$ cat src/sv/bcsm_pkg.sv
`timescale 1ns / 1ps

package bcsm_pkg;

    localparam int COUNTER_WIDTH = 16;
    localparam int DELAY_W       = 16;
    localparam int STATUS_W      = 16;
    localparam int OPCODE_W      = 3;
    localparam int STATE_W       = 3;
    localparam int CODE_W        = 2;
    localparam int CMP_W         = (COUNTER_WIDTH > DELAY_W) ? COUNTER_WIDTH : DELAY_W;

    localparam logic [DELAY_W-1:0] DELAY_RESET = DELAY_W'(5000);

    typedef enum logic [STATE_W-1:0] {
        ST_NO_APP    = 3'd0,
        ST_DELAY     = 3'd1,
        ST_READY     = 3'd2,
        ST_CANCELLED = 3'd3,
        ST_UPGRADING = 3'd4
    } boot_state_t;

    typedef enum logic [OPCODE_W-1:0] {
        OP_TICK    = 3'd0,
        OP_CANCEL  = 3'd1,
        OP_REQUEST = 3'd2,
        OP_BEGIN   = 3'd3,
        OP_END     = 3'd4,
        OP_VERIFY  = 3'd5
    } op_t;

    typedef enum logic [CODE_W-1:0] {
        RC_OK        = 2'd0,
        RC_BAD_STATE = 2'd1,
        RC_ERROR     = 2'd2
    } rc_t;

    typedef struct packed {
        op_t                        opcode;
        logic signed [STATUS_W-1:0] begin_status;
        logic signed [STATUS_W-1:0] download_status;
        logic signed [STATUS_W-1:0] finalize_status;
        logic                       app_found;
    } event_t;

    typedef struct packed {
        boot_state_t                state;
        rc_t                        code;
        logic signed [STATUS_W-1:0] err;
    } step_result_t;

endpackage

$ cat src/sv/bcsm_core.sv
`timescale 1ns / 1ps

module bcsm_core (
    input  bcsm_pkg::boot_state_t               cur_state,
    input  logic [bcsm_pkg::COUNTER_WIDTH-1:0]  cur_elapsed,
    input  logic [bcsm_pkg::DELAY_W-1:0]        delay_ticks,
    input  bcsm_pkg::event_t                    ev,
    output bcsm_pkg::boot_state_t               state_next,
    output logic [bcsm_pkg::COUNTER_WIDTH-1:0]  elapsed_next,
    output bcsm_pkg::step_result_t              res
);
    import bcsm_pkg::*;

    logic [COUNTER_WIDTH-1:0] elapsed_inc;
    logic                     expired;
    logic                     dl_fail;
    logic                     fin_fail;
    logic                     begin_fail;

    // saturating increment, compared after the increment
    assign elapsed_inc = (cur_elapsed == {COUNTER_WIDTH{1'b1}}) ? cur_elapsed
                                                              : cur_elapsed + 1'b1;
    assign expired     = CMP_W'(elapsed_inc) >= CMP_W'(delay_ticks);
    assign begin_fail  = ev.begin_status[STATUS_W-1];
    assign dl_fail     = ev.download_status[STATUS_W-1];
    assign fin_fail    = ev.finalize_status[STATUS_W-1];

    // next state and counter
    always_comb
    begin
        state_next   = cur_state;
        elapsed_next = cur_elapsed;
        unique case (ev.opcode)
            OP_TICK:
            begin
                if (cur_state == ST_DELAY)
                begin
                    elapsed_next = elapsed_inc;
                    if (expired)
                    begin
                        state_next = ST_READY;
                    end
                end
            end
            OP_CANCEL:
            begin
                if (cur_state == ST_DELAY || cur_state == ST_READY)
                begin
                    state_next = ST_CANCELLED;
                end
            end
            OP_REQUEST:
            begin
                if (cur_state == ST_DELAY || cur_state == ST_CANCELLED)
                begin
                    state_next = ST_READY;
                end
            end
            OP_BEGIN:
            begin
                // a failed begin still leaves the upgrade state set
                if (cur_state != ST_READY && cur_state != ST_UPGRADING)
                begin
                    state_next = ST_UPGRADING;
                end
            end
            OP_END:
            begin
                if (cur_state == ST_UPGRADING)
                begin
                    state_next = ST_NO_APP;
                    if (!dl_fail && !fin_fail && ev.app_found)
                    begin
                        state_next   = ST_DELAY;
                        elapsed_next = '0;
                    end
                end
            end
            OP_VERIFY:
            begin
                if (ev.app_found)
                begin
                    state_next   = ST_DELAY;
                    elapsed_next = '0;
                end
                else
                begin
                    state_next = ST_NO_APP;
                end
            end
            default:
            begin
                state_next = cur_state;
            end
        endcase
    end

    // status code and passed-through error
    always_comb
    begin
        res.state = state_next;
        res.code  = RC_OK;
        res.err   = '0;
        unique case (ev.opcode)
            OP_BEGIN:
            begin
                if (cur_state == ST_READY || cur_state == ST_UPGRADING)
                begin
                    res.code = RC_BAD_STATE;
                end
                else if (begin_fail)
                begin
                    res.code = RC_ERROR;
                    res.err  = ev.begin_status;
                end
            end
            OP_END:
            begin
                if (cur_state != ST_UPGRADING)
                begin
                    res.code = RC_BAD_STATE;
                end
                else if (dl_fail)
                begin
                    res.code = RC_ERROR;
                    res.err  = ev.download_status;
                end
                else if (fin_fail)
                begin
                    res.code = RC_ERROR;
                    res.err  = ev.finalize_status;
                end
            end
            default:
            begin
                res.code = RC_OK;
            end
        endcase
    end

endmodule

$ cat src/sv/boot_control_state_machine.sv
`timescale 1ns / 1ps
// Channel  Handshake             Payload
// in       in_valid / in_ready   opcode, begin_status, download_status,
//                                finalize_status, app_found
// out      out_valid / out_ready boot_state_out, result_code, error_value
// cfg      cfg_valid / cfg_ready cfg_data (boot delay ticks)
//
// One event per cycle sustained while out_ready is high; an accepted event
// passes the input register, then the state update into the result register.
// The state and tick counter update in the same cycle the event moves to the
// result register, so back-to-back events see each other's effect.
// Reset: no app, count zero, delay 5000 ticks; both pipeline stages empty.
// A stalled result holds the input register, and in_ready drops only when both
// stages are full.

module boot_control_state_machine (
    input  logic                                 clk,
    input  logic                                 rst_n,
    input  logic                                 in_valid,
    output logic                                 in_ready,
    input  logic [bcsm_pkg::OPCODE_W-1:0]        opcode,
    input  logic signed [bcsm_pkg::STATUS_W-1:0] begin_status,
    input  logic signed [bcsm_pkg::STATUS_W-1:0] download_status,
    input  logic signed [bcsm_pkg::STATUS_W-1:0] finalize_status,
    input  logic                                 app_found,
    output logic                                 out_valid,
    input  logic                                 out_ready,
    output logic [bcsm_pkg::STATE_W-1:0]         boot_state_out,
    output logic [bcsm_pkg::CODE_W-1:0]          result_code,
    output logic signed [bcsm_pkg::STATUS_W-1:0] error_value,
    input  logic                                 cfg_valid,
    output logic                                 cfg_ready,
    input  logic [bcsm_pkg::DELAY_W-1:0]         cfg_data
);
    import bcsm_pkg::*;

    logic                     ev_valid_reg;
    event_t                   ev_reg;
    logic                     out_valid_reg;
    step_result_t             res_reg;
    boot_state_t              boot_state_reg;
    logic [COUNTER_WIDTH-1:0] elapsed_reg;
    logic [DELAY_W-1:0]       delay_reg;

    boot_state_t              boot_state_next;
    logic [COUNTER_WIDTH-1:0] elapsed_next;
    step_result_t             res_next;
    logic                     advance;

    assign advance   = ev_valid_reg && (!out_valid_reg || out_ready);
    assign in_ready  = !ev_valid_reg || advance;
    assign cfg_ready = 1'b1;

    bcsm_core u_core (
        .cur_state    (boot_state_reg),
        .cur_elapsed  (elapsed_reg),
        .delay_ticks  (delay_reg),
        .ev           (ev_reg),
        .state_next   (boot_state_next),
        .elapsed_next (elapsed_next),
        .res          (res_next)
    );

    always_ff @(posedge clk or negedge rst_n)
    begin
        if (!rst_n)
        begin
            ev_valid_reg   <= 1'b0;
            out_valid_reg  <= 1'b0;
            boot_state_reg <= ST_NO_APP;
            elapsed_reg    <= '0;
            delay_reg      <= DELAY_RESET;
        end
        else
        begin
            if (in_ready)
            begin
                ev_valid_reg <= in_valid;
            end
            if (advance)
            begin
                out_valid_reg  <= 1'b1;
                boot_state_reg <= boot_state_next;
                elapsed_reg    <= elapsed_next;
            end
            else if (out_ready)
            begin
                out_valid_reg <= 1'b0;
            end
            if (cfg_valid && cfg_ready)
            begin
                delay_reg <= cfg_data;
            end
        end
    end

    // payload registers
    always_ff @(posedge clk)
    begin
        if (in_valid && in_ready)
        begin
            ev_reg.opcode          <= op_t'(opcode);
            ev_reg.begin_status    <= begin_status;
            ev_reg.download_status <= download_status;
            ev_reg.finalize_status <= finalize_status;
            ev_reg.app_found       <= app_found;
        end
        if (advance)
        begin
            res_reg <= res_next;
        end
    end

    assign out_valid      = out_valid_reg;
    assign boot_state_out = res_reg.state;
    assign result_code    = res_reg.code;
    assign error_value    = res_reg.err;

endmodule

$ cat config.mk
export PLATFORM = sky130hd
export DESIGN_NAME = boot_control_state_machine
export DESIGN_NICKNAME = d
export VERILOG_FILES = /design/src/sv/bcsm_pkg.sv /design/src/sv/bcsm_core.sv /design/src/sv/boot_control_state_machine.sv
export SDC_FILE = /design/constraint.sdc
export NUM_CORES = 1
export LEC_CHECK = 0
export ABC_AREA = 0
export BUFFER_PORTS_ARGS = -buffer_cell sky130_fd_sc_hd__buf_2
export CAP_MARGIN = 15
export CORE_UTILIZATION = 60
export CTS_BUF_LIST = sky130_fd_sc_hd__clkbuf_8 sky130_fd_sc_hd__clkbuf_16
export CTS_CLUSTER_SIZE = 20
export DETAILED_ROUTE_END_ITERATION = 10
export GPL_TIMING_DRIVEN = 0
export HOLD_SLACK_MARGIN = 0.05
export PLACE_DENSITY = 0.92
export REMOVE_ABC_BUFFERS = 1
export SKIP_LAST_GASP = 1
export SYNTH_ARGS = -nofsm -noshare
export SYNTH_HDL_FRONTEND = slang
export SYNTH_SLANG_ARGS = --single-unit
export TNS_END_PERCENT = 100
$ cat constraint.sdc
create_clock -name clk -period 4.4 [get_ports clk]
set_input_delay 0.22 -clock clk [delete_from_list [all_inputs] [get_ports clk]]
set_output_delay 0.22 -clock clk [all_outputs]
set_load 0.01 [all_outputs]
Yosys cells after proc, flatten, opt, wreduce, memory -nomap -nowiden:

Cells that the tools add are included.

* flip-flop bits (word level): 110
* input port bits: 73
* output and inout bits: 24
* word-level logic and storage cells: 75

* equality and inequality tests: 16
* mux-type cells: 26
* reduce and logical (&&, ||, !) cells: 18
* magnitude comparators: 1
* add/subtract/negate cells: 1

Operators with widths (count)
* 16-bit 2-to-1 mux: 7
* 18-bit 2-to-1 mux: 3
* 16-bit case mux with 3 select lines: 1
* 16-bit case mux with 2 select lines: 1
* 3-bit 2-to-1 mux: 6
* 3-bit case mux with 6 select lines: 1
* 16-bit by 1-bit adder with 16-bit output, second input constant: 1
* 16-bit == test, second input constant: 1
* 16-bit greater-or-equal comparator: 1
* 3-bit by 2-bit == test with 1-bit output, second input constant: 4
* 3-bit == test, second input constant: 3
* 3-bit by 1-bit == test with 1-bit output, second input constant: 2
* 2-bit by 1-bit != test with 1-bit output, second input constant: 3
* 6-bit AND reduction: 1
* 1-bit logical AND: 5
* 1-bit logical OR: 5
* 1-bit zero test: 4
* 1-bit 2-to-1 mux: 4
* 2-bit 2-to-1 mux: 2
* 2-bit case mux with 2 select lines: 1
* 3-bit zero test: 1
* 3-bit by 2-bit != test with 1-bit output, second input constant: 1
* 3-bit != test, second input constant: 1
* 3-bit nonzero test: 1
* 2 further kinds: 2

Logic depth before layout (Yosys ltp):

* depth in word-level cells: 6
* depth in mapped cells: 13
* depth with buffers taken out: 11

Hierarchy:

From an unflattened synthesis, not the netlist that was laid out.

* cell total of the unflattened synthesis: 450
* area, all modules: 5606.6 um^2

Modules (own cells, without submodules)
* boot_control_state_machine: cells each 158, area each 3683.5 um^2, seq. area each 3124.2 um^2, instances 1
* bcsm_core: cells each 292, area each 1923.1 um^2, seq. area each 0.0 um^2, instances 1

Worst setup path before layout:

No wires, ideal clock.

* path type: register to register
* start point: reg elapsed_reg[1]
* end point: reg res_reg, in the netlist boot_state_out[1], data pin
* data required time: 4129 ps
* arrival: 2531 ps
* stages on the path, launching flop included: 13
* buffers on the path: 2
* clock period less this slack: 2802 ps
* slack: 1598 ps
* setup time: 271 ps
* cell sequence: dfrtp_1 ha_1 clkbuf_1 and3_1 buf_2 and4_1 or2_2 ha_1 a21o_1 a221o_1 a21oi_1 o211a_1 o31ai_1

* word-level cells in the longest chain between the ends: 6
* elaborated cells on any way between the ends: 7
* those cells by class: add/sub (1); order compare (1); eq/ne (1); mux (4)

Ends and longest elaborated chain
* start, declared: RTL line boot_control_state_machine.sv:42 `logic [COUNTER_WIDTH-1:0] elapsed_reg;`
* start signal, assigned: RTL line boot_control_state_machine.sv:84 `elapsed_reg <= elapsed_next;`
* 16-bit by 1-bit adder with 16-bit output or 16-bit == test (tied branches): RTL line bcsm_core.sv:22, bcsm_core.sv:21
* 16-bit 2-to-1 mux *: RTL line bcsm_core.sv:21 `assign elapsed_inc = (cur_elapsed == {COUNTER_WIDTH{1'b1}}) ? cur_elapsed`
* 16-bit greater-or-equal comparator *: RTL line bcsm_core.sv:23 `assign expired = CMP_W'(elapsed_inc) >= CMP_W'(delay_ticks);`
* 3-bit 2-to-1 mux *: RTL line bcsm_core.sv:39 `if (expired)`
* 3-bit 2-to-1 mux *: RTL line bcsm_core.sv:36 `if (cur_state == ST_DELAY)`
* 3-bit case mux with 6 select lines *: RTL line bcsm_core.sv:33 `unique case (ev.opcode)`
* named net boot_state_next[1]: RTL line boot_control_state_machine.sv:45 `boot_state_t boot_state_next;`
* end signal, assigned: RTL line boot_control_state_machine.sv:110 `res_reg <= res_next;`
* end, declared: RTL line boot_control_state_machine.sv:40 `step_result_t res_reg;`

Mark *: on every way through the listed nets, which the timed path passes. The rest lies on a longest branch.
A chain may end at the register's enable or synchronous reset.

Worst setup path after layout:

* start point: reg elapsed_reg[0]
* end point: reg res_reg, in the netlist boot_state_out[1], data pin

The elaborated chain is that of the path after synthesis.

==> flow_summary.yaml <==
pwr:
  powerDensity_nw_per_um2: 385
  p_leak_nw: 2.74
  ir_drop_mv: 0.322
  swShare: 0.347
  p_sw_w: 0.000893
  power_frac_clock: 0.260
  power_frac_seq: 0.512
  internal-power_w: 0.00168
  p_comb_frac: 0.228
sta:
  period_share: 0.822
  tightestPinTransition_ps: 1120
  fmax_mhz: 276
  finalSetupTns_ps: 0
  relSlewSlack: 0.251
  setup_viol: 0
  fin_skew_ps: 34.4
  hold_viol: 0
  rsz0062_at_grt: "no"
  finalWorstSetupSlack_ps: 781
  maxSlewViolCount: 0
  finalCriticalPeriod_ps: 3620
worst_setup_path:
  crit_arrival_ps: 3750
  cp_num_buf_inv: 0
  crit_path_cell_trace: "ha_1, and3_1, nand2_2, xnor2_1, ha_1, nand2b_1, a2111o_1, a31oi_1, o211a_1, o31ai_1"
  cp_slowest_stage_delay_ps: 550
  critPathCaptureType: "register"
  crit_top_cell: "ha_1"
  path_max_fanout: 9
  crit_family: "compound AO/OA/AOI/OAI gates"
  startpoint_type: "register"
  cp.required_ps: 4530
  crit_type: "register to register"
  crit_slowest_cell: "dfrtp_1"
placement:
  port_buffers: 95
  pre_cts_ws_ps: 1070
  gp_congestion: 0.874
  dp_cells: 633
  dp_hpwl_mm: 8.39
yosys:
  yosys_warnings: 0
  async_reset_ff_frac: 0.339
  yosysSeqAreaShare: 0.584
  synthesis.area_um2: 5300
  synthDistinctLibCells: 79
  synth_edf_count: 72
  synth-seq-cells: 109
  syn_inst: 458
  synth_ff_type: "edfxtp_1"
  syn_avg_cell_area_um2: 11.6
clock_tree:
  cts.clk_slew.worst_paths_ps: 120
  cts_buffers: 9
  cts_tree: "done"
  ctsHoldBuffers: 66
  cts_buffer_depth: 2
  cts_setup_buffers: 0
  cts-resized-gates: 0
  clock_sinks: 109
  cts-root-buf: "clkbuf_8"
  clock_latency_ps: 420
  h-tree-depth: 3
job:
  cap_violations: 0
final_layout:
  finalNonFillerCells: 716
  fill_cells: 475
  n_antenna_cell: 0
  fin_nets: 696
  largest_reg_flops: 52
  drive_gt1_frac: 0.234
  synthToLayoutAreaGrowth_pct: 26.2
  utilization: 0.798
die:
  rows: 33
  initial_core_util: 0.632
  core_um2: 8380
  die_h_um: 96.0
  design.die.area_um2: 9210
  die_x_um: 96.0
  ios: 97
drt:
  first_iter_violations: 743
  ant_nets: 0
  viasPerCell: 6.55
  via_count: 4692
  drc: 0
  dr.pass1.iters: 6
  drt_wl_total_mm: 16.9
  wl_per_cell_um: 23.6
min_path:
  hold_path.class: "primary input to register"
grt:
  overflow: 0
  grtUsageTotal: 0.396
  antenna_found_initial: 0
  grt_pass1_wl_mm: 25.6
  grt_pass1_vias: 4641
  grt_max_degree: 38
run_status:
  run_status: "complete, no violations"
-- worst reg2reg max path: stages (launching register included) --
cell and delay (ps):
dfrtp_1 550, ha_1 450, and3_1 390, nand2_2 190, xnor2_1 190, ha_1 290
nand2b_1 180, a2111o_1 410, a31oi_1 380, o211a_1 230, o31ai_1 90
-- layer usage --
layer | part of all wire | GRT usage
met3 | 0.099 | 0.0995
met4 | 0.089 | 0.281
met5 | 0 | 0
met1 | 0.32 | 0.448
met2 | 0.49 | 0.655
-- metrics by stage --
stage | total power, W | area [µm²] | hold WS (ps)
final | 0.00258 | 6690 | 51.0
after global routing | 0.00265 | 6690 | 55.3
after CTS | 0.00246 | 6680 | 53.1
after detailed placement | 0.00180 | 5810 | 367
after global placement | 0.00176 | 5780 | 363
after floorplan | 0.00162 | 5180 | -75.6
-- layout make-up --
cell class / count / area, µm² / share of cell area
sequential: 109 / 3090 / 0.463
multi-input combinational: 301 / 2000 / 0.299
timing repair buffer: 163 / 1170 / 0.175
tap: 105 / 131 / 0.0196
clock buffer: 9 / 124 / 0.0185
clock inverter: 7 / 83.8 / 0.0125
inverter: 22 / 82.6 / 0.0123
-- power groups by stage --
stage / Combinational (W) / Clock (W) / Sequential [W]
after floorplan: 0.000314 / 0 / 0.00131
after global placement: 0.000444 / 0 / 0.00131
after detailed placement: 0.000482 / 0 / 0.00132
after CTS: 0.000538 / 0.000619 / 0.00130
after global routing: 0.000631 / 0.000690 / 0.00133
final: 0.000587 / 0.000669 / 0.00132
-- kinds of logic after synthesis --
kind of cell               count (synthesis)  share of synthesized area
buffers and inverters                     48                     0.0387
AOI/OAI and AO/OA                        118                      0.149
adders and majority gates                 17                     0.0401
and+or+nand+nor                          151                      0.162
other                                      1                   0.000708
xor gates and xnor gates                   9                     0.0149
DFF                                      109                      0.584
muxes                                      5                     0.0104
-- synthesized netlist by cell type, types with 7 or more instances --
cell type / n / area, µm²
edfxtp_1: 72 / 2160
nand2_1: 48 / 180
dfrtp_1: 32 / 801
o21ai_0: 30 / 150
inv_1: 22 / 82.6
nand3_1: 20 / 100
nor2_1: 18 / 67.6
ha_1: 17 / 213
a21oi_1: 15 / 75.1
a22oi_1: 15 / 113
o21ai_1: 14 / 70.1
clkbuf_1: 12 / 45.0
nand2b_1: 10 / 62.6
and3_1: 8 / 50.1
buf_2: 8 / 40.0
xnor2_1: 8 / 70.1
a31oi_1: 7 / 43.8
nand4_1: 7 / 43.8
-- final timing paths --
path                            cells after the start                end            from  slack (ps)
worst max-delay path                               10  boot_state_out[1]  elapsed_reg[0]         780
worst max register to register                     10  boot_state_out[1]  elapsed_reg[0]         780
max in group asynchronous                           2      delay_reg[15]           rst_n        3380
min in group asynchronous                           2          out_valid           rst_n         450
worst min-delay path                                3      delay_reg[10]    cfg_data[10]          50
worst min register to register                      2       delay_reg[8]    delay_reg[8]         510
-- layout by cell type, fill, tap and decap left out, drive strengths merged, types with 9 or more instances in the layout --
cell type    netlist  routed
a21oi             16      16
a22oi             15      15
and3               9       9
buf               14      97
clkbuf            12       9
dfrtp             32      32
dlygate4sd3        0      66
edfxtp            72      72
ha                17      17
inv               22      26
nand2             50      50
nand2b            10      10
nand3             20      20
nor2              20      20
o21ai             45      45
Power figures use the tool's default switching activity.
